`src/rtl/jmcs_pkg.sv`:
```
// Shared constants and types for the JPEG marker carving scanner.
package jmcs_pkg;

  // Address and cluster counter widths.
  localparam int unsigned ADDR_BITS          = 48;
  localparam int unsigned CLUSTER_COUNT_BITS = 20;
  localparam int unsigned OFFSET_BITS        = 16;

  // Configuration port geometry: 64-bit registers at 8-byte strides.
  localparam int unsigned APB_DATA_BITS = 64;
  localparam int unsigned APB_ADDR_BITS = 5;

  // Register indexes on the configuration port.
  typedef enum logic [1:0] {
    RegClusterBytes  = 2'd0,
    RegPartitionBase = 2'd1,
    RegClusterLimit  = 2'd2,
    RegUnused        = 2'd3
  } reg_index_e;

  // Reset values of the configuration registers.
  localparam logic [OFFSET_BITS-1:0]        ClusterBytesRst = 16'd4096;
  localparam logic [CLUSTER_COUNT_BITS-1:0] ClusterLimitRst = CLUSTER_COUNT_BITS'(250000);

  // Marker byte values.
  localparam logic [7:0] MarkerLead = 8'hFF;
  localparam logic [7:0] MarkerSoi  = 8'hD8;
  localparam logic [7:0] MarkerApp0 = 8'hE0;
  localparam logic [7:0] MarkerEoi  = 8'hD9;

  // Event kinds.
  typedef enum logic {
    EventStart = 1'b0,
    EventEnd   = 1'b1
  } event_kind_e;

  // Current configuration as seen by the datapath.
  typedef struct packed {
    logic [OFFSET_BITS-1:0]        cluster_bytes;
    logic [ADDR_BITS-1:0]          partition_base;
    logic [CLUSTER_COUNT_BITS-1:0] cluster_limit;
  } cfg_t;

  // A matched marker leaving the scanner, address relative to the partition.
  typedef struct packed {
    event_kind_e                   kind;
    logic [ADDR_BITS-1:0]          rel_addr;
    logic [CLUSTER_COUNT_BITS-1:0] cluster;
    logic [OFFSET_BITS-1:0]        offset;
  } scan_event_t;

endpackage

```
`src/rtl/jmcs_regs.sv`:
```
// Configuration register file behind the APB-style port.
module jmcs_regs import jmcs_pkg::*; (
  input  logic                     clk_i,
  input  logic                     rst_ni,
  input  logic                     psel,
  input  logic                     penable,
  input  logic                     pwrite,
  input  logic [APB_ADDR_BITS-1:0] paddr,
  input  logic [APB_DATA_BITS-1:0] pwdata,
  output logic [APB_DATA_BITS-1:0] prdata,
  output logic                     pready,
  output cfg_t                     cfg_o
);

  logic [OFFSET_BITS-1:0]        cluster_bytes_q;
  logic [ADDR_BITS-1:0]          partition_base_q;
  logic [CLUSTER_COUNT_BITS-1:0] cluster_limit_q;
  reg_index_e                    reg_idx;
  logic                          wr_en;

  assign reg_idx = reg_index_e'(paddr[APB_ADDR_BITS-1:3]);
  assign wr_en   = psel && penable && pwrite;
  assign pready  = 1'b1;

  // Register writes complete in the access phase.
  always_ff @(posedge clk_i or negedge rst_ni) begin
    if (!rst_ni) begin
      cluster_bytes_q  <= ClusterBytesRst;
      partition_base_q <= '0;
      cluster_limit_q  <= ClusterLimitRst;
    end else if (wr_en) begin
      case (reg_idx)
        RegClusterBytes:  cluster_bytes_q  <= pwdata[OFFSET_BITS-1:0];
        RegPartitionBase: partition_base_q <= pwdata[ADDR_BITS-1:0];
        RegClusterLimit:  cluster_limit_q  <= pwdata[CLUSTER_COUNT_BITS-1:0];
        default: ;
      endcase
    end
  end

  // Read data mux; the unused slot reads as zero.
  always_comb begin
    case (reg_idx)
      RegClusterBytes:  prdata = APB_DATA_BITS'(cluster_bytes_q);
      RegPartitionBase: prdata = APB_DATA_BITS'(partition_base_q);
      RegClusterLimit:  prdata = APB_DATA_BITS'(cluster_limit_q);
      default:          prdata = '0;
    endcase
  end

  assign cfg_o.cluster_bytes  = cluster_bytes_q;
  assign cfg_o.partition_base = partition_base_q;
  assign cfg_o.cluster_limit  = cluster_limit_q;

endmodule

```
`src/rtl/jmcs_scan.sv`:
```
// Byte window, cluster tracking and marker matching for the scanner.
module jmcs_scan import jmcs_pkg::*; (
  input  logic        clk_i,
  input  logic        rst_ni,
  input  cfg_t        cfg_i,
  input  logic        take_i,
  input  logic [7:0]  data_byte_i,
  output logic        hit_o,
  output scan_event_t event_o
);

  logic [23:0]                   recent_q;
  logic                          inside_q;
  logic                          skip_q;
  logic [OFFSET_BITS-1:0]        off_q;
  logic [CLUSTER_COUNT_BITS-1:0] cnt_q;
  logic [ADDR_BITS-1:0]          csa_q;

  logic [OFFSET_BITS:0]   eff;
  logic [OFFSET_BITS:0]   off_p1;
  logic [OFFSET_BITS:0]   off_p3;
  logic                   active;
  logic                   soi_hit;
  logic                   eoi_hit;
  logic                   cluster_end;
  logic [OFFSET_BITS-1:0] start_off;

  // A zero size register means a full 64 KiB cluster.
  assign eff    = (cfg_i.cluster_bytes == '0) ? {1'b1, {OFFSET_BITS{1'b0}}}
                                              : {1'b0, cfg_i.cluster_bytes};
  assign off_p1 = {1'b0, off_q} + (OFFSET_BITS+1)'(1);
  assign off_p3 = {1'b0, off_q} + (OFFSET_BITS+1)'(3);
  assign active = cnt_q < cfg_i.cluster_limit;

  // The marker's first byte must sit more than four bytes before the cluster end.
  assign soi_hit = !inside_q && (off_q >= OFFSET_BITS'(3))
                   && (recent_q == {MarkerLead, MarkerSoi, MarkerLead})
                   && (data_byte_i == MarkerApp0) && (off_p1 < eff);
  assign eoi_hit = inside_q && (off_q >= OFFSET_BITS'(1))
                   && (recent_q[7:0] == MarkerLead)
                   && (data_byte_i == MarkerEoi) && (off_p3 < eff);

  assign hit_o       = active && !skip_q && (soi_hit || eoi_hit);
  assign cluster_end = off_p1 >= eff;
  assign start_off   = inside_q ? off_q - OFFSET_BITS'(1) : off_q - OFFSET_BITS'(3);

  assign event_o.kind     = inside_q ? EventEnd : EventStart;
  assign event_o.rel_addr = csa_q + ADDR_BITS'(start_off);
  assign event_o.cluster  = cnt_q;
  assign event_o.offset   = start_off;

  // Scan state advances on every accepted byte below the cluster limit.
  always_ff @(posedge clk_i or negedge rst_ni) begin
    if (!rst_ni) begin
      recent_q <= '0;
      inside_q <= 1'b0;
      skip_q   <= 1'b0;
      off_q    <= '0;
      cnt_q    <= '0;
      csa_q    <= '0;
    end else if (take_i && active) begin
      recent_q <= {recent_q[15:0], data_byte_i};
      if (hit_o) begin
        inside_q <= !inside_q;
      end
      if (cluster_end) begin
        off_q  <= '0;
        csa_q  <= csa_q + ADDR_BITS'(eff);
        cnt_q  <= cnt_q + CLUSTER_COUNT_BITS'(1);
        skip_q <= 1'b0;
      end else begin
        off_q <= off_p1[OFFSET_BITS-1:0];
        if (hit_o) begin
          skip_q <= 1'b1;
        end
      end
    end
  end

endmodule

```
`src/rtl/jmcs_report.sv`:
```
// Event pipeline: absolute address, image size and the output register.
module jmcs_report import jmcs_pkg::*; (
  input  logic                          clk_i,
  input  logic                          rst_ni,
  input  logic [ADDR_BITS-1:0]          partition_base_i,
  input  logic                          ev_valid_i,
  input  scan_event_t                   ev_i,
  output logic                          ev_ready_o,
  output logic                          out_valid_o,
  input  logic                          out_ready_i,
  output logic                          event_kind_o,
  output logic [ADDR_BITS-1:0]          marker_address_o,
  output logic [CLUSTER_COUNT_BITS-1:0] cluster_number_o,
  output logic [OFFSET_BITS-1:0]        cluster_offset_o,
  output logic [ADDR_BITS-1:0]          image_size_o
);

  // Stage one holds the relative event, stage two the absolute address.
  logic                          s1_valid_q;
  scan_event_t                   s1_q;
  logic                          s2_valid_q;
  event_kind_e                   s2_kind_q;
  logic [ADDR_BITS-1:0]          s2_addr_q;
  logic [CLUSTER_COUNT_BITS-1:0] s2_cluster_q;
  logic [OFFSET_BITS-1:0]        s2_offset_q;
  logic [ADDR_BITS-1:0]          img_start_q;
  logic                          out_valid_q;
  event_kind_e                   out_kind_q;
  logic [ADDR_BITS-1:0]          out_addr_q;
  logic [CLUSTER_COUNT_BITS-1:0] out_cluster_q;
  logic [OFFSET_BITS-1:0]        out_offset_q;
  logic [ADDR_BITS-1:0]          out_size_q;

  logic out_free;
  logic s2_free;
  logic s1_free;
  logic s1_move;
  logic s2_move;
  logic [ADDR_BITS-1:0] abs_addr;

  assign out_free   = !out_valid_q || out_ready_i;
  assign s2_free    = !s2_valid_q || out_free;
  assign s1_free    = !s1_valid_q || s2_free;
  assign s1_move    = s1_valid_q && s2_free;
  assign s2_move    = s2_valid_q && out_free;
  assign ev_ready_o = s1_free;
  assign abs_addr   = partition_base_i + s1_q.rel_addr;

  // Valid bits of the three stages.
  always_ff @(posedge clk_i or negedge rst_ni) begin
    if (!rst_ni) begin
      s1_valid_q  <= 1'b0;
      s2_valid_q  <= 1'b0;
      out_valid_q <= 1'b0;
      img_start_q <= '0;
    end else begin
      if (s1_free) begin
        s1_valid_q <= ev_valid_i;
      end
      if (s2_free) begin
        s2_valid_q <= s1_valid_q;
      end
      if (out_free) begin
        out_valid_q <= s2_valid_q;
      end
      // A start event records where the current image begins.
      if (s1_move && (s1_q.kind == EventStart)) begin
        img_start_q <= abs_addr;
      end
    end
  end

  // Payload registers load when their stage advances.
  always_ff @(posedge clk_i) begin
    if (s1_free && ev_valid_i) begin
      s1_q <= ev_i;
    end
    if (s1_move) begin
      s2_kind_q    <= s1_q.kind;
      s2_addr_q    <= abs_addr;
      s2_cluster_q <= s1_q.cluster;
      s2_offset_q  <= s1_q.offset;
    end
    if (s2_move) begin
      out_kind_q    <= s2_kind_q;
      out_addr_q    <= s2_addr_q;
      out_cluster_q <= s2_cluster_q;
      out_offset_q  <= s2_offset_q;
      out_size_q    <= (s2_kind_q == EventEnd) ? s2_addr_q - img_start_q : '0;
    end
  end

  assign out_valid_o      = out_valid_q;
  assign event_kind_o     = out_kind_q;
  assign marker_address_o = out_addr_q;
  assign cluster_number_o = out_cluster_q;
  assign cluster_offset_o = out_offset_q;
  assign image_size_o     = out_size_q;

endmodule

```
`src/rtl/jpeg_marker_carving_scanner.sv`:
```
// Top level of the JPEG marker carving scanner.
//
// Disk image bytes enter on the input channel (data_byte_i, in_valid_i,
// in_ready_o), one per transaction, in address order. Each byte moves the
// cluster offset, cluster index and cluster address; outside an image the
// scanner looks for FF D8 FF E0, inside one for FF D9, and after a match it
// skips the rest of that cluster. A match leaves on the output channel
// (out_valid_o, out_ready_i) with its kind, absolute address, cluster,
// offset and, for an end marker, the image size.
// The byte completing a marker loads its event into stage one when it is
// taken; the event then moves to stage two and to the output register.
// Throughput is one byte per cycle while in_ready_o is high; the byte path
// is the window compare and the offset counter, and events flow through a
// three-register pipeline (relative address, base add, size subtract).
// When the receiver stalls, events queue in the three stages and input
// transactions keep being taken until all three hold an event.
// Reset clears the scan state and the pipeline and loads the register
// defaults: 4096-byte clusters, partition base 0, limit 250000 clusters.
// The user must write registers over the APB-style port while idle; not enforced.
module jpeg_marker_carving_scanner import jmcs_pkg::*; (
  input  logic                          clk_i,
  input  logic                          rst_ni,
  input  logic                          psel,
  input  logic                          penable,
  input  logic                          pwrite,
  input  logic [APB_ADDR_BITS-1:0]      paddr,
  input  logic [APB_DATA_BITS-1:0]      pwdata,
  output logic [APB_DATA_BITS-1:0]      prdata,
  output logic                          pready,
  input  logic                          in_valid_i,
  output logic                          in_ready_o,
  input  logic [7:0]                    data_byte_i,
  output logic                          out_valid_o,
  input  logic                          out_ready_i,
  output logic                          event_kind_o,
  output logic [ADDR_BITS-1:0]          marker_address_o,
  output logic [CLUSTER_COUNT_BITS-1:0] cluster_number_o,
  output logic [OFFSET_BITS-1:0]        cluster_offset_o,
  output logic [ADDR_BITS-1:0]          image_size_o
);

  cfg_t        cfg;
  logic        take;
  logic        hit;
  scan_event_t scan_event;
  logic        ev_ready;

  assign in_ready_o = ev_ready;
  assign take       = in_valid_i && ev_ready;

  // Configuration registers.
  jmcs_regs u_regs (
    .clk_i  (clk_i),
    .rst_ni (rst_ni),
    .psel   (psel),
    .penable(penable),
    .pwrite (pwrite),
    .paddr  (paddr),
    .pwdata (pwdata),
    .prdata (prdata),
    .pready (pready),
    .cfg_o  (cfg)
  );

  // Byte window and cluster tracking.
  jmcs_scan u_scan (
    .clk_i      (clk_i),
    .rst_ni     (rst_ni),
    .cfg_i      (cfg),
    .take_i     (take),
    .data_byte_i(data_byte_i),
    .hit_o      (hit),
    .event_o    (scan_event)
  );

  // Event pipeline and output register.
  jmcs_report u_report (
    .clk_i           (clk_i),
    .rst_ni          (rst_ni),
    .partition_base_i(cfg.partition_base),
    .ev_valid_i      (take && hit),
    .ev_i            (scan_event),
    .ev_ready_o      (ev_ready),
    .out_valid_o     (out_valid_o),
    .out_ready_i     (out_ready_i),
    .event_kind_o    (event_kind_o),
    .marker_address_o(marker_address_o),
    .cluster_number_o(cluster_number_o),
    .cluster_offset_o(cluster_offset_o),
    .image_size_o    (image_size_o)
  );

  // Input stalls only when every pipeline stage, the output included, is full.
  assert property (@(posedge clk_i) disable iff (!rst_ni)
    !in_ready_o |-> out_valid_o)
    else $error("input stalled while the output register is empty");

  // Start events never carry an image size.
  assert property (@(posedge clk_i) disable iff (!rst_ni)
    (out_valid_o && (event_kind_o == EventStart)) |-> (image_size_o == '0))
    else $error("start event with nonzero image size");

  // A counted marker starts more than four bytes before the end of a 64 KiB cluster.
  assert property (@(posedge clk_i) disable iff (!rst_ni)
    out_valid_o |-> (cluster_offset_o <= OFFSET_BITS'(65531)))
    else $error("marker offset too close to the cluster end");

endmodule
```
`config.mk`:
```
export PLATFORM = sky130hd
export DESIGN_NAME = jpeg_marker_carving_scanner
export DESIGN_NICKNAME = d
export VERILOG_FILES = /design/src/rtl/jmcs_pkg.sv /design/src/rtl/jmcs_regs.sv /design/src/rtl/jmcs_scan.sv /design/src/rtl/jmcs_report.sv /design/src/rtl/jpeg_marker_carving_scanner.sv
export SDC_FILE = /design/constraint.sdc
export NUM_CORES = 1
export LEC_CHECK = 0
export BUFFER_PORTS_ARGS = -buffer_cell sky130_fd_sc_hd__buf_2
export CAP_MARGIN = 20
export CORE_ASPECT_RATIO = 0.8
export CORE_MARGIN = 2
export CORE_UTILIZATION = 40
export CTS_CLUSTER_DIAMETER = 60
export DETAILED_ROUTE_END_ITERATION = 16
export GPL_ROUTABILITY_DRIVEN = 1
export GPL_TIMING_DRIVEN = 0
export SKIP_LAST_GASP = 1
export SYNTH_ARGS = -nofsm -noshare
export SYNTH_HDL_FRONTEND = slang
export SYNTH_SLANG_ARGS = --single-unit
```
`constraint.sdc`:
```
create_clock -name clk_i -period 9.66 [get_ports clk_i]
set_input_delay 2.898 -clock clk_i [delete_from_list [all_inputs] [get_ports clk_i]]
set_output_delay 2.898 -clock clk_i [all_outputs]
set_load 0.01 [all_outputs]
```
Yosys cells after proc, flatten, opt, wreduce, memory -nomap -nowiden
Cells that the tools add are included.
- register bits after elaboration: 548
- latch bits: 0
- RAM bits: 0
- memory bits (read-only): 0
- logic and storage cells: 92
- memories kept: 0
- $add $sub $neg: 9
- multiply operators: 0
- div/mod/pow operators: 0
- order comparisons: 6
- equality and inequality tests: 6
- shifts and indexed selects: 0
- muxes and demuxes: 7
- bitwise gates (word level): 1
- reduce and logical (&&, ||, !) cells: 37
- operators by type and width (cell ; number):
    48-bit case mux with 3 select lines ; 1
    48-bit by 16-bit adder with 48-bit output ; 1
    48-bit by 17-bit adder with 48-bit output ; 1
    48-bit adder ; 1
    48-bit subtractor ; 1
    17-bit < comparator ; 2
    16-bit two-way mux ; 2
    24-bit == test, second input constant ; 1
    8-bit == test, second input constant ; 3
    20-bit by 1-bit adder with 20-bit output, second input constant ; 1
    20-bit < comparator ; 1
    1-bit logical AND ; 19
    16-bit by 1-bit adder with 17-bit output, second input constant ; 1
    16-bit by 2-bit adder with 17-bit output, second input constant ; 1
    17-bit greater-or-equal comparator ; 1
    17-bit two-way mux ; 1
    16-bit by 1-bit greater-or-equal comparator with 1-bit output, second input constant ; 1
    16-bit by 2-bit greater-or-equal comparator with 1-bit output, second input constant ; 1
    16-bit zero test ; 1
    16-bit by 1-bit subtractor with 16-bit output, second input constant ; 1
    16-bit by 2-bit subtractor with 16-bit output, second input constant ; 1
    2-bit AND reduction ; 6
    1-bit zero test ; 5
    1-bit logical OR ; 4
    other kinds (6) ; 8

Longest topological paths before layout
- depth after elaboration: 9
- depth in mapped cells: 19
- gate-level depth less buffers: 16

Cells and area by module
From an unflattened synthesis, not the netlist that was laid out.
- cell total of the unflattened synthesis: 2769
- area, all modules: 30503.0 um2
- by module, submodules not included (module ; instances ; cells an instance ; area each (um2)):
    jmcs_report ; 1 ; 1384 ; 16985.0
    jmcs_scan ; 1 ; 1093 ; 9547.9
    jmcs_regs ; 1 ; 290 ; 3957.5
    jpeg_marker_carving_scanner ; 1 ; 2 ; 12.5

Least setup slack after synthesis
Ideal clock, no wire load.
- path kind: input port to flip-flop
- start: in out_ready_i
- end: reg u_report.out_cluster_q[0] (netlist: u_report.cluster_number_o[0]), enable pin
- library setup time: 0.643 ns
- data arrival time: 8.858 ns
- data required time: 9.017 ns
- path slack: 0.160 ns
- stages on the path: 2
- path buffers: 0
- cell sequence: nor2b_1 -> nor2b_1
- word-level cells in the longest chain between the ends: 2
- RTL lines (element ; RTL line ; RTL):
    start: declaration ; jpeg_marker_carving_scanner.sv:34 ; input logic out_ready_i,
    1-bit logical OR ; jmcs_report.sv:41 ; assign out_free = !out_valid_q || out_ready_i;
    1-bit logical AND ; jmcs_report.sv:45 ; assign s2_move = s2_valid_q && out_free;
    named net u_report.s2_move ; jmcs_report.sv:38 ; logic s2_move;
    end signal: assignment ; jmcs_report.sv:87 ; out_cluster_q <= s2_cluster_q;
    end: declaration ; jmcs_report.sv:30 ; logic [CLUSTER_COUNT_BITS-1:0] out_cluster_q;
The timed path passes the listed nets, and every way through them passes these cells.
A chain may end at the register's enable or synchronous reset.

Final worst setup path
- start: in paddr[3]
- end: out prdata[18]
- word-level cells in the longest chain between the ends: 2
- elaborated cells between the ends (all ways): 4
- those cells by class: 2 x eq/ne; 1 x mux; 1 x reduce/logical
- RTL lines (element ; RTL line ; RTL):
    start: declaration ; jpeg_marker_carving_scanner.sv:26 ; input logic [APB_ADDR_BITS-1:0] paddr,
    2-bit == test (tied with other cells) ; jmcs_regs.sv:43 ; case (reg_idx)
    48-bit case mux with 3 select lines (*) ; jmcs_regs.sv:43 ;
    end: declaration ; jpeg_marker_carving_scanner.sv:28 ; output logic [APB_DATA_BITS-1:0] prdata,
Mark *: on every way between the ends. The rest lies on a longest branch, timed or not.

==> results.ini <==
[status]
status=finished clean

[yosys]
synthTopCellsByArea=edfxtp_1, dfrtp_1, ha_1, mux2_2, xnor2_1
yosys.cell_types.count=94
syn_avg_cell_area_um2=11.2
ys_ff_latch=548
synth-seq-area-share_pct=51.7
syn_area_mm2=0.0295
synth_cells=2622
async_flop_share_pct=44.7
synth_flop_cell=edfxtp_1
ys_warn_count=0
synth.largest_area_cell=edfxtp_1
synth_top_area_share_pct=30.9
synth_edf_count=303

[worst_setup_path]
r2r_cells=16
critPathLaunchType=primary input
worstPathCellList=buf_2 > clkbuf_1 > nor2b_1 > clkbuf_1 > a22o_1 > buf_2
cpPeakStageDelay_ns=0.85
reg2reg_slack_ns=4.20
required_ns=6.76
worst-setup-path-type=primary input to primary output
worst-path-buf-inv=4
cp-end-kind=primary output
arrival_ns=5.41
r2r_end=u_report.s1_q[66]$_DFFE_PP_
crit_family=buffers and inverters
crit_path_top_delay_cell=clkbuf_1
critPathMaxFanout=10
worstReg2RegStart=u_scan.inside_q$_DFFE_PN0P_

[floorplanning]
placementRows=88
start_util_pct=40.6
dieArea_mm2=0.0759
die_height_um=247
ios=284
core_area_mm2=0.0726
die_w_um=307

[cells_and_area]
drive_above_1_share_pct=19.4
areaGrowthSynthToFinish_pct=15.9
fillers=6658
fin_nets=3222
n_antenna_cell=0
final_cell_mix=edfxtp_1, buf_2, dfrtp_1
final_common_cell=edfxtp_1
fin_cells=3951

[clock_network]
clk_pin_slew_ns=0.06
cts-root-buf=clkbuf_16
clock_path_buffers=3
htreeDepth=2
post_cts_buffers=0
cts_resized=0
numCtsBuffers=59
cts_tree=yes
cts.sinks=548
clkLatencyLatePin_ns=0.63
postCtsHoldBufs=0

[routing]
drc_errors=0
num_vias=20900
vias_per_cell=5.30
routedWlPerCell_um=20.1
ant_nets=0
firstDrtPassIters=5
drt-initial-drc-count=1324
drt-total-wl_um=79600

[sta]
rsz0062_at_grt=false
setup_violations=0
drv_slew=0
fin_setup_tns_ns=0
clock-skew-final_ns=0.0240
period_share_pct=86.0
fin_ws_ns=1.35
fin_crit_ns=8.31
max_freq_ghz=0.120
slew_headroom_pct=29.4
tightestPinTransition_ns=1.06
holdWs_ns=0.411
final-hold-violation-count=0

[grt]
grt_pass1_vias=20600
grt_pass1_wl_um=120000
antenna_found_initial=4
grt_use_met3_pct=3.63
track_usage_pct=20.5
busiest_layer=met2
grt_max_degree=108
met1_usage_pct=29.6
overflow=0
grt_use_met2_pct=31.1

[place]
routabilityCongestion=0.915
place_ws_ns=1.34
portBuffers=247
dp_hpwl_um=61600
place_inst=3839

[hold_path]
whs_path_depth=0
hold_end=u_report.cluster_offset_o[13]$_DFFE_PP_
min_from=u_report.s2_offset_q[13]$_DFFE_PP_
hold_path_class=flop to flop

[power]
p_per_area_mw_per_mm2=186
fin_total_pwr_mw=6.36
p_leak_nw=14.6
peakVddDrop_v=0.000153

[run]
max_cap_violations=0

[worst register-to-register path: stages (launching register included)]
cell	delay [ns]
dfrtp_1	0.38
clkbuf_1	0.35
maj3_1	0.47
nor4_1	0.42
nand2_1	0.19
nor3_1	0.42
nand2_1	0.16
xnor2_1	0.50
ha_1	0.25
nand2_1	0.08
o21ai_0	0.21
a21oi_1	0.11
a21o_1	0.20
o21ai_1	0.54
clkbuf_1	0.55
nand2_1	0.15
xnor2_1	0.28
[metrics by stage]
stage          instance area, µm²  util (%)
6_report                    34100      47.1
2_1_floorplan               29500         -
3_3_place_gp                31900      44.0
5_1_grt                     34100      47.1
4_1_cts                     34100      47.1
3_5_place_dp                32200      44.4
[power breakdown]
part / leakage, nW / switching, mW / internal, mW / total (mW)
Sequential: 5.92 / 0.139 / 2.64 / 2.78
Clock: 0.953 / 0.959 / 1.31 / 2.27
Combinational: 7.70 / 0.817 / 0.492 / 1.31
Total: 14.6 / 1.92 / 4.44 / 6.36
[cell usage after synthesis (24+ instances only)]
library cell and number:
ha_1 179, nand3_1 55, nor2_1 152, nand4_1 45
o21ai_0 127, xor2_1 103, nor3_1 41, nand2_1 207
a21o_1 60, nand2b_1 27, and2_1 44, mux2_2 134
nor2b_1 30, and3_1 29, inv_1 122, a21oi_1 144
xnor2_1 130, clkbuf_1 87, dfrtp_1 237, edfxtp_1 303
o21a_1 24
[how the worst max path moves through the flow]
stage / from / slack [ns] / depth (start not counted) / endpoint
3_3_place_gp: out_ready_i / -2.81 / 3 / u_report.image_size_o[37]$_SDFFCE_PN0P_
4_1_cts: paddr[3] / 1.33 / 6 / prdata[18]
2_1_floorplan: out_ready_i / 0.16 / 2 / u_report.cluster_number_o[0]$_DFFE_PP_
3_5_place_dp: paddr[3] / 1.34 / 6 / prdata[18]
5_1_grt: paddr[3] / 1.19 / 6 / prdata[18]
6_report: paddr[3] / 1.35 / 6 / prdata[18]
[metal layers]
metal  part of all wire (%)  vias to the layer above
li1                       -                    10100
met1                     48                    10100
met2                     43                      621
met3                    5.6                      118
met4                    3.0                        6
met5                  0.052                        -
[sequential cells by signal, summed over array words and instances, names as in the netlist, 24 cells and up]
name                       cells
u_scan.csa_q                  48
u_scan.recent_q               24
u_report.img_start_q          48
u_report.s2_addr_q            48
u_report.image_size_o         48
u_report.marker_address_o     48
u_regs.partition_base_q       48
u_report.s1_q                 85
[cell families (layout without fill, tap and decap cells)]
| kind of cell | count (synthesis) | in the layout | share of synthesized area [%] |
|---|---|---|---|
| AND/OR/NAND/NOR | 708 | 708 | 11.9 |
| flip-flops | 548 | 548 | 51.7 |
| AO/OA/AOI/OAI | 534 | 534 | 11.9 |
| buffers and inverters | 257 | 626 | 3.71 |
| XOR/XNOR | 233 | 233 | 6.92 |
| adder cells (fa/ha/maj) | 185 | 185 | 7.94 |
| multiplexers | 155 | 155 | 5.84 |
| other | 2 | 17 | 0.0255 |
[cell type report]
cell class	instances	area, µm²	area share [%]
Buffer	134	633	1.85
Sequential cell	548	15200	44.6
Inverter	123	464	1.36
Clock buffer	75	1590	4.65
Clock inverter	37	369	1.08
Timing Repair Buffer	257	1470	4.30
Multi-Input combinational cell	1832	13200	38.7
Tap cell	945	1180	3.46
Note: power is estimated with default switching activity, not from simulation.
